## src/hw/rtl/cmr_pkg.sv

```systemverilog
// Package for the common median reference block: sizes, types, codes.
// No dependencies.
package cmr_pkg;

   localparam int CHANNELS   = 16;
   localparam int CH_W       = 4;
   localparam int SAMPLE_W   = 16;
   localparam int REFD_W     = 17;
   localparam int MODE_W     = 2;
   localparam int STEP_W     = $clog2(CHANNELS + 1);
   localparam int MID_LO     = CHANNELS / 2 - 1;
   localparam int MID_HI     = CHANNELS / 2;
   localparam int CSR_ADDR_W = 3;
   localparam int CSR_DATA_W = 32;

   typedef logic signed [SAMPLE_W-1:0] sample_type;
   typedef logic signed [REFD_W-1:0]   refd_type;
   typedef logic [CH_W-1:0]            chan_type;
   typedef logic [MODE_W-1:0]          mode_type;

   localparam mode_type MODE_PASS = 2'd0;

   // register index in the address word bit
   localparam logic REG_MODE_IDX = 1'b0;

   typedef struct packed {
      logic start;
   } med_ctl_type;

   typedef struct packed {
      logic done;
   } med_sts_type;

endpackage

```

## src/hw/rtl/cmr_if.sv

```systemverilog
// Valid/ready channel interfaces for sample words and result words.
// Depends on cmr_pkg.
interface cmr_req_if;
   logic               valid;
   logic               ready;
   cmr_pkg::sample_type sample;

   modport source (output valid, output sample, input ready);
   modport sink   (input valid, input sample, output ready);
endinterface

interface cmr_rsp_if;
   logic              valid;
   logic              ready;
   cmr_pkg::refd_type referenced_sample;
   cmr_pkg::chan_type channel_index;
   logic              frame_last;

   modport source (output valid, output referenced_sample, output channel_index,
                   output frame_last, input ready);
   modport sink   (input valid, input referenced_sample, input channel_index,
                   input frame_last, output ready);
endinterface

```

## src/hw/rtl/cmr_store.sv

```systemverilog
// Frame store: one write port, two registered read ports.
// Depends on cmr_pkg.
module cmr_store (
   input  logic                clock,
   input  logic                wr_en,
   input  cmr_pkg::chan_type   wr_addr,
   input  cmr_pkg::sample_type wr_data,
   input  cmr_pkg::chan_type   rd_a_addr,
   output cmr_pkg::sample_type rd_a_data,
   input  cmr_pkg::chan_type   rd_b_addr,
   output cmr_pkg::sample_type rd_b_data
);
   import cmr_pkg::*;

   sample_type mem [CHANNELS];
   sample_type rd_a_ff;
   sample_type rd_b_ff;

   always_ff @(posedge clock) begin
      if (wr_en) begin
         mem[wr_addr] <= wr_data;
      end
      rd_a_ff <= mem[rd_a_addr];
      rd_b_ff <= mem[rd_b_addr];
   end

   assign rd_a_data = rd_a_ff;
   assign rd_b_data = rd_b_ff;

endmodule

```

## src/hw/rtl/cmr_median.sv

```systemverilog
// Median finder: ranks each stored sample with one shared comparator and
// keeps the two middle ranks. Depends on cmr_pkg.
module cmr_median (
   input  logic                clock,
   input  logic                reset,
   input  cmr_pkg::med_ctl_type ctl,
   output cmr_pkg::med_sts_type sts,
   output cmr_pkg::chan_type   rd_a_addr,
   input  cmr_pkg::sample_type rd_a_data,
   output cmr_pkg::chan_type   rd_b_addr,
   input  cmr_pkg::sample_type rd_b_data,
   output cmr_pkg::sample_type median
);
   import cmr_pkg::*;

   typedef enum logic [1:0] {
      M_IDLE = 2'b01,
      M_SCAN = 2'b10
   } med_state_type;

   med_state_type           state_ff, state_in;
   chan_type                cand_ff, cand_in;
   logic [STEP_W-1:0]       step_ff, step_in;
   chan_type                count_ff, count_in;
   logic                    done_ff, done_in;
   sample_type              lo_ff, hi_ff;
   chan_type                jd;
   chan_type                rank;
   logic                    less;
   logic                    step_end;
   logic signed [SAMPLE_W:0] sum;

   assign rd_a_addr = cand_ff;
   assign rd_b_addr = step_ff[CH_W-1:0];

   // registered read data belongs to the previous step's address
   assign jd   = step_ff[CH_W-1:0] - CH_W'(1);
   // ties broken by channel so ranks form a permutation
   assign less = (rd_b_data < rd_a_data) || ((rd_b_data == rd_a_data) && (jd < cand_ff));
   assign rank = count_ff + CH_W'(less);
   assign step_end = (step_ff == STEP_W'(CHANNELS));

   always_comb begin
      state_in = state_ff;
      cand_in  = cand_ff;
      step_in  = step_ff;
      count_in = count_ff;
      done_in  = 1'b0;
      unique case (state_ff)
         M_IDLE: begin
            if (ctl.start) begin
               state_in = M_SCAN;
               cand_in  = '0;
               step_in  = '0;
            end
         end
         M_SCAN: begin
            if (step_ff == '0) begin
               count_in = '0;
            end else if (!step_end) begin
               count_in = rank;
            end
            if (step_end) begin
               step_in = '0;
               if (cand_ff == CH_W'(CHANNELS - 1)) begin
                  state_in = M_IDLE;
                  done_in  = 1'b1;
               end else begin
                  cand_in = cand_ff + CH_W'(1);
               end
            end else begin
               step_in = step_ff + STEP_W'(1);
            end
         end
         default: state_in = M_IDLE;
      endcase
   end

   always_ff @(posedge clock) begin
      if (reset) begin
         state_ff <= M_IDLE;
         cand_ff  <= '0;
         step_ff  <= '0;
         count_ff <= '0;
         done_ff  <= 1'b0;
      end else begin
         state_ff <= state_in;
         cand_ff  <= cand_in;
         step_ff  <= step_in;
         count_ff <= count_in;
         done_ff  <= done_in;
      end
   end

   always_ff @(posedge clock) begin
      if (state_ff == M_SCAN && step_end) begin
         if (rank == CH_W'(MID_LO)) begin
            lo_ff <= rd_a_data;
         end
         if (rank == CH_W'(MID_HI)) begin
            hi_ff <= rd_a_data;
         end
      end
   end

   // floor of the mean: arithmetic shift of the 17-bit sum
   assign sum    = {lo_ff[SAMPLE_W-1], lo_ff} + {hi_ff[SAMPLE_W-1], hi_ff};
   assign median = sum[SAMPLE_W:1];
   assign sts.done = done_ff;

endmodule

```

## src/hw/rtl/common_median_reference_16ch_top.sv

```systemverilog
// Common median reference, 16 channels. Sample words arrive one channel at
// a time in channel order and go into a 16-entry store; the word of channel
// 15 closes the frame. With reref_mode nonzero the block then finds the
// frame median (floor of the mean of the 8th and 9th smallest samples) by
// ranking every sample against all others with one shared comparator,
// one candidate at a time. It then emits 16 result words, sample minus
// median, in channel order, frame_last on channel 15; each word takes a
// store read and then an output load. With reref_mode 0 the ranking pass
// is skipped. req.ready is high only while the frame is loading. The
// output register lets the block go back to loading while the last result
// still waits. reref_mode is taken when the frame closes. CSR: one
// register at byte address 0 (paddr bit 2 selects it), pready always high,
// reads return it.
module common_median_reference_16ch_top (
   input  logic                                clock,
   input  logic                                reset,
   cmr_req_if.sink                             req,
   cmr_rsp_if.source                           rsp,
   input  logic                                csr_psel,
   input  logic                                csr_penable,
   input  logic                                csr_pwrite,
   input  logic [cmr_pkg::CSR_ADDR_W-1:0]      csr_paddr,
   input  logic [cmr_pkg::CSR_DATA_W-1:0]      csr_pwdata,
   output logic [cmr_pkg::CSR_DATA_W-1:0]      csr_prdata,
   output logic                                csr_pready
);
   import cmr_pkg::*;

   typedef enum logic [2:0] {
      S_LOAD = 3'b001,
      S_RANK = 3'b010,
      S_EMIT = 3'b100
   } top_state_type;

   top_state_type state_ff, state_in;
   mode_type      mode_ff;
   chan_type      loaded_ff, loaded_in;
   chan_type      emit_idx_ff, emit_idx_in;
   logic          data_ok_ff, data_ok_in;
   sample_type    median_ff;
   logic          rsp_valid_ff, rsp_valid_in;
   refd_type      refd_ff;
   chan_type      chan_ff;
   logic          last_ff;

   logic          req_acc;
   logic          frame_full;
   logic          out_load;
   logic          emit_last;
   logic          csr_wr;

   med_ctl_type   med_ctl;
   med_sts_type   med_sts;
   chan_type      med_a_addr, med_b_addr, rd_b_addr;
   sample_type    rd_a_data, rd_b_data, med_value;

   // ---- CSR ----
   assign csr_pready = 1'b1;
   assign csr_wr     = csr_psel && csr_penable && csr_pwrite && csr_pready &&
                       (csr_paddr[2] == REG_MODE_IDX);
   assign csr_prdata = (csr_paddr[2] == REG_MODE_IDX) ? CSR_DATA_W'(mode_ff) : '0;

   always_ff @(posedge clock) begin
      if (reset) begin
         mode_ff <= MODE_PASS;
      end else if (csr_wr) begin
         mode_ff <= csr_pwdata[MODE_W-1:0];
      end
   end

   // ---- load side ----
   assign req.ready  = (state_ff == S_LOAD);
   assign req_acc    = req.valid && req.ready;
   assign frame_full = req_acc && (loaded_ff == CH_W'(CHANNELS - 1));
   assign med_ctl.start = frame_full && (mode_ff != MODE_PASS);

   // ---- emit side ----
   // data_ok: store read data matches emit_idx (set in the cycle after emit_idx moved)
   assign out_load  = (state_ff == S_EMIT) && data_ok_ff && (!rsp_valid_ff || rsp.ready);
   assign emit_last = (emit_idx_ff == CH_W'(CHANNELS - 1));
   assign rd_b_addr = (state_ff == S_EMIT) ? emit_idx_ff : med_b_addr;

   always_comb begin
      state_in    = state_ff;
      loaded_in   = loaded_ff;
      emit_idx_in = emit_idx_ff;
      data_ok_in  = 1'b0;
      if (req_acc) begin
         loaded_in = frame_full ? '0 : loaded_ff + CH_W'(1);
      end
      unique case (state_ff)
         S_LOAD: begin
            if (frame_full) begin
               state_in    = (mode_ff != MODE_PASS) ? S_RANK : S_EMIT;
               emit_idx_in = '0;
            end
         end
         S_RANK: begin
            if (med_sts.done) begin
               state_in = S_EMIT;
            end
         end
         S_EMIT: begin
            data_ok_in = !out_load;
            if (out_load) begin
               if (emit_last) begin
                  state_in = S_LOAD;
               end else begin
                  emit_idx_in = emit_idx_ff + CH_W'(1);
               end
            end
         end
         default: state_in = S_LOAD;
      endcase
   end

   always_comb begin
      rsp_valid_in = rsp_valid_ff;
      if (out_load) begin
         rsp_valid_in = 1'b1;
      end else if (rsp.ready) begin
         rsp_valid_in = 1'b0;
      end
   end

   always_ff @(posedge clock) begin
      if (reset) begin
         state_ff     <= S_LOAD;
         loaded_ff    <= '0;
         emit_idx_ff  <= '0;
         data_ok_ff   <= 1'b0;
         rsp_valid_ff <= 1'b0;
      end else begin
         state_ff     <= state_in;
         loaded_ff    <= loaded_in;
         emit_idx_ff  <= emit_idx_in;
         data_ok_ff   <= data_ok_in;
         rsp_valid_ff <= rsp_valid_in;
      end
   end

   // payload registers
   always_ff @(posedge clock) begin
      if (frame_full && (mode_ff == MODE_PASS)) begin
         median_ff <= '0;
      end else if ((state_ff == S_RANK) && med_sts.done) begin
         median_ff <= med_value;
      end
      if (out_load) begin
         refd_ff <= {rd_b_data[SAMPLE_W-1], rd_b_data} -
                    {median_ff[SAMPLE_W-1], median_ff};
         chan_ff <= emit_idx_ff;
         last_ff <= emit_last;
      end
   end

   assign rsp.valid             = rsp_valid_ff;
   assign rsp.referenced_sample = refd_ff;
   assign rsp.channel_index     = chan_ff;
   assign rsp.frame_last        = last_ff;

   cmr_store u_store (
      .clock     (clock),
      .wr_en     (req_acc),
      .wr_addr   (loaded_ff),
      .wr_data   (req.sample),
      .rd_a_addr (med_a_addr),
      .rd_a_data (rd_a_data),
      .rd_b_addr (rd_b_addr),
      .rd_b_data (rd_b_data)
   );

   cmr_median u_median (
      .clock     (clock),
      .reset     (reset),
      .ctl       (med_ctl),
      .sts       (med_sts),
      .rd_a_addr (med_a_addr),
      .rd_a_data (rd_a_data),
      .rd_b_addr (med_b_addr),
      .rd_b_data (rd_b_data),
      .median    (med_value)
   );

endmodule

```

## src/flat_wrapper.sv

```systemverilog
// flat-port wrapper written by rule: the top's interface ports become plain ports
module common_median_reference_16ch_top_flat import cmr_pkg::*;
  (clock, reset, csr_psel, csr_penable, csr_pwrite, csr_paddr, csr_pwdata, csr_prdata, csr_pready, req_valid, req_sample, req_ready, rsp_valid, rsp_referenced_sample, rsp_channel_index, rsp_frame_last, rsp_ready);
  cmr_req_if req_i ();
  cmr_rsp_if rsp_i ();
  input  logic clock;
  input  logic reset;
  input  logic csr_psel;
  input  logic csr_penable;
  input  logic csr_pwrite;
  input  logic [cmr_pkg::CSR_ADDR_W-1:0] csr_paddr;
  input  logic [cmr_pkg::CSR_DATA_W-1:0] csr_pwdata;
  output logic [cmr_pkg::CSR_DATA_W-1:0] csr_prdata;
  output logic csr_pready;
  input wire logic [$bits(req_i.valid)-1:0] req_valid;
  input wire logic [$bits(req_i.sample)-1:0] req_sample;
  output wire logic [$bits(req_i.ready)-1:0] req_ready;
  output wire logic [$bits(rsp_i.valid)-1:0] rsp_valid;
  output wire logic [$bits(rsp_i.referenced_sample)-1:0] rsp_referenced_sample;
  output wire logic [$bits(rsp_i.channel_index)-1:0] rsp_channel_index;
  output wire logic [$bits(rsp_i.frame_last)-1:0] rsp_frame_last;
  input wire logic [$bits(rsp_i.ready)-1:0] rsp_ready;
  assign req_i.valid = req_valid;
  assign req_i.sample = req_sample;
  assign req_ready = req_i.ready;
  assign rsp_valid = rsp_i.valid;
  assign rsp_referenced_sample = rsp_i.referenced_sample;
  assign rsp_channel_index = rsp_i.channel_index;
  assign rsp_frame_last = rsp_i.frame_last;
  assign rsp_i.ready = rsp_ready;
  common_median_reference_16ch_top u_core (.clock(clock), .reset(reset), .req(req_i), .rsp(rsp_i), .csr_psel(csr_psel), .csr_penable(csr_penable), .csr_pwrite(csr_pwrite), .csr_paddr(csr_paddr), .csr_pwdata(csr_pwdata), .csr_prdata(csr_prdata), .csr_pready(csr_pready));
endmodule
```

## config.mk

```make
export PLATFORM = sky130hd
export DESIGN_NAME = common_median_reference_16ch_top_flat
export DESIGN_NICKNAME = d
export VERILOG_FILES = /design/src/hw/rtl/cmr_pkg.sv /design/src/hw/rtl/cmr_if.sv /design/src/hw/rtl/cmr_store.sv /design/src/hw/rtl/cmr_median.sv /design/src/hw/rtl/common_median_reference_16ch_top.sv /design/src/flat_wrapper.sv
export SDC_FILE = /design/constraint.sdc
export NUM_CORES = 1
export LEC_CHECK = 0
export BUFFER_PORTS_ARGS = -buffer_cell sky130_fd_sc_hd__buf_2
export CORE_MARGIN = 10
export CORE_UTILIZATION = 60
export CTS_CLUSTER_DIAMETER = 120
export DETAILED_ROUTE_END_ITERATION = 8
export PLACE_DENSITY = 0.76
export SLEW_MARGIN = 20
export SYNTH_ARGS = -nofsm -noshare
export SYNTH_HDL_FRONTEND = slang
export SYNTH_HIERARCHICAL = 1
export SYNTH_SLANG_ARGS = --single-unit
```

## constraint.sdc

```tcl
create_clock -name clock -period 5.4 [get_ports clock]
set_input_delay 0.81 -clock clock [delete_from_list [all_inputs] [get_ports clock]]
set_output_delay 0.81 -clock clock [all_outputs]
set_load 0.1 [all_outputs]
```

==> results of run 1 <==
worst max-delay path: stages, from the launching register on:
cell and delay (ns):
dfxtp_1 0.35, inv_1 0.06, ha_1 0.36, nand4_1 0.18
nor4_1 0.56, a2111o_1 0.23, o211ai_1 0.13, ha_1 0.24
ha_1 0.23, xor2_1 0.17, nor3_1 0.15, nand2_1 0.07
nor2_1 0.10, buf_4 0.25
through the flow:
| stage | instances | total power, µW | setup WS [ns] |
|---|---|---|---|
| after floorplan | 1273 | 3660 | 1.61 |
| after global placement | 1658 | 3740 | 2.04 |
| after detailed placement | 1658 | 3750 | 2.01 |
| after CTS | 1732 | 6480 | 1.96 |
| after global routing | 1733 | 6640 | 1.76 |
| final | 1733 | 6430 | 2.00 |
layout by cell type, fill, tap and decap left out, types with 8 or more instances in the layout:
cell type,count
edfxtp_1,310
nand2_1,111
mux4_2,104
dfxtp_1,77
a22oi_1,68
a21oi_1,60
ha_1,57
inv_1,52
buf_2,51
clkbuf_16,42
nor2_1,41
conb_1,31
buf_4,26
mux4_1,21
o21ai_0,20
nand3_1,20
xnor2_1,20
xor2_1,16
nand2b_1,14
nor2_2,14
a21o_1,13
nor2b_1,12
clkinv_2,10
o21a_1,8
nor3_1,8
registers in the layout, summed over array words and instances (netlist names), 2 cells and up:
signal                        cells
u_core/u_store/rd_b_data         16
u_core/u_median/rd_a_addr         4
u_core/mode_ff                    2
u_core/u_median/step_ff           5
u_core/u_median/count_ff          4
u_core/u_median/lo_ff            16
u_core/u_store/mem              256
u_core/state_ff                   3
u_core/u_store/rd_a_data         16
u_core/loaded_ff                  4
u_core/emit_idx_ff                4
u_core/u_median/state_ff          2
u_core/rsp.channel_index          4
u_core/rsp.referenced_sample     17
u_core/median_ff                 16
u_core/u_median/hi_ff            16
cells by family after synthesis:
group | count (synthesis)
AOI/OAI and AO/OA | 208
xor gates and xnor gates | 36
adders and majority gates | 59
buffers and inverters | 140
DFF | 389
muxes | 132
other | 2
and+or+nand+nor | 278
synth_stat cells, drive strengths merged (7+ instances only):
master,instances,share of area
edfxtp,310,0.50
mux4,128,0.16
nand2,114,0.023
dfxtp,79,0.085
a22oi,68,0.028
buf,66,0.026
a21oi,61,0.017
ha,57,0.039
nor2,55,0.011
inv,52,0.011
o21ai,22,0.0060
nand3,20,0.0054
xnor2,20,0.0095
clkbuf,18,0.0041
xor2,16,0.0076
nor3,15,0.0043
nand2b,14,0.0047
a21o,13,0.0053
nor2b,12,0.0041
nand4,8,0.0035
o21a,8,0.0032
and2,7,0.0024
layer usage:
metal	routed length (µm)	part of all wire
met2	21100	0.51
met5	0	0
met1	15600	0.38
met3	3530	0.085
met4	1260	0.030
area by class of cell:
type | count | area, µm² | area share
Tap cell | 396 | 495 | 0.0243
Sequential cell | 389 | 10900 | 0.535
Multi-Input combinational cell | 744 | 7000 | 0.344
Antenna cell | 1 | 2.50 | 0.000123
Timing Repair Buffer | 77 | 450 | 0.0221
Clock inverter | 27 | 251 | 0.0124
Clock buffer | 47 | 1070 | 0.0525
Inverter | 52 | 195 | 0.00959
power groups by stage:
stage / Clock (µW) / Combinational (µW) / Sequential (µW)
5_1_grt: 2910 / 398 / 3330
3_5_place_dp: 0 / 362 / 3390
2_1_floorplan: 0 / 286 / 3380
6_report: 2740 / 367 / 3330
4_1_cts: 2790 / 365 / 3330
3_3_place_gp: 0 / 352 / 3390
worst min path at each step:
| stage | start | end | slack, ns | depth (start not counted) |
|---|---|---|---|---|
| after floorplan | u_core/u_store/rd_a_data[10] | u_core/u_median/hi_ff[10] | 0.43 | 0 |
| after global placement | u_core/u_store/rd_a_data[13] | u_core/u_median/hi_ff[13] | 0.44 | 0 |
| after detailed placement | u_core/u_store/rd_a_data[7] | u_core/u_median/hi_ff[7] | 0.44 | 0 |
| after CTS | u_core/u_store/rd_a_data[7] | u_core/u_median/lo_ff[7] | 0.45 | 0 |
| after global routing | u_core/u_store/rd_a_data[13] | u_core/u_median/hi_ff[13] | 0.48 | 0 |
| final | u_core/u_store/rd_a_data[7] | u_core/u_median/hi_ff[7] | 0.45 | 0 |
==> metrics.cfg, run 1 <==
[pwr]
combPwrFrac=0.057
p_int_uw=5020
irDropWorstVdd_mv=0.371
p_per_area_mw_per_mm2=316
power.share.clock=0.426
p_sw_frac=0.220
leakage_uw=0.00726
pwr-share-seq=0.517
p_switching_uw=1420

[worst_setup_path]
r2r_end=u_core/u_median/hi_ff[11]
crit_path_end_kind=register
crit_type=reg -> reg
reg2reg_depth=13
arrival_ns=3.62
crit_path_start_kind=register
crit_start=u_core/u_store/rd_a_data[15]
r2r-start=u_core/u_store/rd_a_data[15]
cp.required_ns=5.61
cp_max_fo=16
crit_end=u_core/u_median/hi_ff[11]
rrSetupSlack_ns=2.00

[final_layout]
fill_cells=2100
drive_gt1_frac=0.209
design_area_mm2=0.0204
synthToLayoutAreaGrowth_pct=10.1
final_core_utilization=0.667
fin_nets=1421

[sta]
tns_ns=0
setup_viol=0
timing.final.crit_share=0.630
worst_pin_slew_ns=1.24
post-route-min-period_ns=3.40
finalHoldWorstSlack_ns=0.449
rsz0062_at_grt=false
fmax_mhz=294
max_slew_margin=0.173
finClkSkew_ns=0.0161
drv_slew=0
finalHoldViolCount=0

[logic_synthesis]
synth_mux_area_frac=0.163
synth_top_family_by_area=multiplexers
synth_ff_type=edfxtp_1
yosys.area_share.simple=0.0733
syn_area_mm2=0.0185
synthAdderAreaFrac=0.0407
async_reset_ff_frac=0
yosys_register_bits=389
synth-edff-count=310
avgSynthCellArea_um2=14.9
synth_compound_area_frac=0.0743
synth_xor_area_frac=0.0170
syn_inst=1244
synth.distinct_cells=71
yosysWarnings=6
seq_area_frac_synth=0.589

[global_route]
grtUsageMet2=0.373
antenna_found_initial=2
grtUsageTotal=0.215
top_usage_layer=met2
grtUsageMet1=0.269
grt_start_max_net_pins=67
met3_usage=0.0358
grt_pass1_vias=11100
grt.overflow.total=0
grt_pass1_wl_um=63500

[floorplanning]
io-pin-count=115
dieArea_mm2=0.0383
start_util=0.606
design.core.area_mm2=0.0305
die_w_um=196
rows=64
die_y_um=196

[routing]
via_per_inst=6.38
wl_per_cell_um=24.0
vias=11100
drc=0
totalWireLength_um=41500
dr.pass1.iters=5
dr.first_iter.drc_count=1203
ant_nets=0

[placed_design]
io_buffer_count=51
place_area_mm2=0.0190
gp_congestion=0.839
dpl.hpwl_um=25600

[clocking]
clock-sinks=389
cts_hold_buf=0
clk_latency_ns=0.53
post_cts_buffers=0
cts_resized=0
root_buffer=clkbuf_16
h-tree-depth=2
cts_buffers=40
path_clk_slew_ns=0.06
cts_tree=built
cts_max_path_buffers=3

[run]
max_cap_violations=0

[hold_path]
hold_class=reg -> reg

[run_status]
outcome=finished, final reports clean

Power figures use the tool's default switching activity.
==> run 2, diff against run 1 <==
- clock period: 5.4 -> 3.4 ns (I/O delays scaled with it)
==> metrics.cfg, run 2 (same netlist as run 1, synthesis figures left out) <==
[routing]
wl_met3_um=3160  ; -11%
dr.pass1.iters=5  ; unchanged
dr.first_iter.drc_count=1198  ; -0.42%
drc=0  ; unchanged
ant_nets=0  ; unchanged
vias=11000  ; -0.21%
wl_met2_um=20900  ; -1.0%
topRoutingLayerUsed=met4
totalWireLength_um=41000  ; -1.3%
wl_met1_um=15600  ; +0.39%
via_per_inst=6.34  ; -0.72%
wl_per_cell_um=23.5  ; -1.8%

[final_layout]
design_area_mm2=0.0205  ; +0.61%
fin_cells=1742  ; +0.52%
mostFrequentLayoutCells=edfxtp_1 (310), nand2_1 (111), mux4_2 (104)
synthToLayoutAreaGrowth_pct=10.7
layout_commonest_cell=edfxtp_1
drive_gt1_frac=0.215  ; +0.00604
fin_nets=1432  ; +0.77%
largest_reg_flops=256  ; unchanged
top_register=u_core/u_store/mem
fill_cells=2078  ; -1.0%

[floorplanning]
start_util=0.606  ; unchanged
rows=64  ; unchanged
design.core.area_mm2=0.0305  ; unchanged
io-pin-count=115  ; unchanged
die_w_um=196  ; unchanged
die_y_um=196  ; unchanged
dieArea_mm2=0.0383  ; unchanged

[sta]
post-route-min-period_ns=3.30  ; -0.107 ns
worst_pin_slew_ns=1.07  ; -0.172 ns
setup_viol=0  ; unchanged
finalHoldWorstSlack_ns=0.221  ; -0.227 ns
drv_slew=0  ; unchanged
max_slew_margin=0.289  ; +0.116
finClkSkew_ns=0.0151  ; -0.00100 ns
finalHoldViolCount=0  ; unchanged
timing.final.crit_share=0.970  ; +0.339
fmax_mhz=303  ; +3.2%

[worst_setup_path]
crit_path_end_kind=register
crit_path_start_kind=register
critPathMaxStageDelay_ns=0.36  ; -0.20 ns
crit_type=reg -> reg
arrival_ns=3.54  ; -0.08 ns
cp_max_fo=8  ; -8
reg2reg_depth=13  ; unchanged
cp.required_ns=3.64  ; -1.97 ns
crit_chain=inv_1 -> ha_1 -> and4_4 -> a221oi_2 -> o21ai_1 -> a2111o_1 -> o211ai_1 -> ha_2 -> ha_4 -> xor2_2 -> nand3_2 -> nor3_4 -> clkbuf_16
rrSetupSlack_ns=0.10  ; -1.89 ns
crit_slowest_cell=dfxtp_1
r2r_end=u_core/u_median/lo_ff[11]
cp_top_family=compound AO/OA/AOI/OAI gates
cp_num_buf_inv=2  ; unchanged
r2r-start=u_core/u_store/rd_a_data[15]

[pwr]
p_sw_frac=0.219  ; -0.000731
total_power_uw=9980  ; +55%
leakage_uw=0.00728  ; +0.29%
combPwrFrac=0.060  ; +0.003
p_int_uw=7790  ; +55%
pwr-share-seq=0.530  ; +0.013
power.share.clock=0.410  ; -0.016
irDropWorstVdd_mv=0.584  ; +58%
p_switching_uw=2190  ; +55%
p_per_area_mw_per_mm2=487  ; +54%

[clocking]
clock-sinks=389  ; unchanged
root_buffer=clkbuf_16
cts_tree=built
cts_max_path_buffers=3  ; unchanged
cts_buffers=41  ; +2.5%
h-tree-depth=2  ; unchanged
post_cts_buffers=0  ; unchanged
clk_latency_ns=0.54  ; about the same
path_clk_slew_ns=0.06  ; about the same

[global_route]
grt_start_max_net_pins=67  ; unchanged
grt_pass1_wl_um=63000  ; -0.77%
grtUsageTotal=0.211  ; -0.00393
grt.overflow.total=0  ; unchanged
grt_pass1_vias=11200  ; +1.3%
antenna_found_initial=1  ; -1

[hold_path]
min_to=u_core/mode_ff[0]
hold_class=in -> reg
whs_path_depth=3  ; +3
hold_start=csr_pwdata[0]

[placed_design]
io_buffer_count=51  ; unchanged
dpl.hpwl_um=25600  ; about the same
dpl.cell_count=1667  ; +0.54%
place_area_mm2=0.0192  ; +0.60%
gp_congestion=0.856  ; +2.1%

[run_status]
outcome=finished, final reports clean

[run]
max_cap_violations=0  ; unchanged

-- run 2: cell count changes in the layout (fill, tap and decap cells not counted), moves of 2 or more --
cell	before	now
clkinvlp_4	4	2
ha_4	0	3
buf_4	26	31
clkinv_1	7	4
buf_12	0	4
clkinv_2	10	2
clkbuf_1	5	17
ha_1	57	53
bufinv_16	4	1
clkbuf_8	0	3
-- run 2: stage by stage --
step	utilization	TNS, ns	setup slack, ns
floorplan	-	0	0.00610
global placement	0.628	0	0.201
detailed placement	0.628	0	0.148
CTS	0.668	0	0.111
global route	0.671	-0.546	-0.0438
finish	0.671	0	0.103
-- run 2: area by class of cell --
class | instances | area, µm² | share of cell area
timing repair buffer | 87 | 593 | 0.0290
tap | 396 | 495 | 0.0242
clock inverter | 12 | 93.8 | 0.00458
sequential | 389 | 10900 | 0.532
clock buffer | 61 | 1130 | 0.0552
antenna | 1 | 2.50 | 0.000122
inverter | 52 | 195 | 0.00953
multi-input combinational | 744 | 7080 | 0.346
-- run 2: worst max path at each step --
stage / startpoint / endpoint / slack (ns) / cells past startpoint
final: u_core/u_store/rd_a_data[15] / u_core/u_median/lo_ff[11] / 0.10 / 13
after global routing: u_core/u_store/rd_a_data[15] / u_core/u_median/lo_ff[0] / -0.04 / 12
after CTS: u_core/u_median/step_ff[0] / u_core/u_median/lo_ff[8] / 0.11 / 15
after detailed placement: u_core/u_median/step_ff[0] / u_core/u_median/lo_ff[11] / 0.15 / 15
after global placement: u_core/u_median/step_ff[0] / u_core/u_median/lo_ff[11] / 0.20 / 15
after floorplan: u_core/state_ff[0] / u_core/state_ff[2] / 0.006 / 4
-- run 2: per-layer routing --
layer  vias up  GRT usage
li1       4952          -
met1      5495      0.261
met2       503      0.364
met3        92     0.0403
met4         0     0.0715
met5         -          0
-- run 2: what timing repair did --
action,CTS,global route
setup endpoints to repair,0,32
resized for setup,0,14
hold buffers,0,0
-- run 2: power by group through the flow --
| stage | Combinational (µW) | Sequential [µW] | Clock [µW] |
|---|---|---|---|
| floorplan | 454 | 5360 | 0 |
| global placement | 566 | 5380 | 0 |
| detailed placement | 581 | 5380 | 0 |
| CTS | 588 | 5280 | 4150 |
| global route | 655 | 5290 | 4360 |
| finish | 603 | 5290 | 4090 |
-- run 2: tightest hold or removal path, stage by stage --
cell and delay (ns):
buf_2 0.08, mux2i_1 0.05, nor2_1 0.07
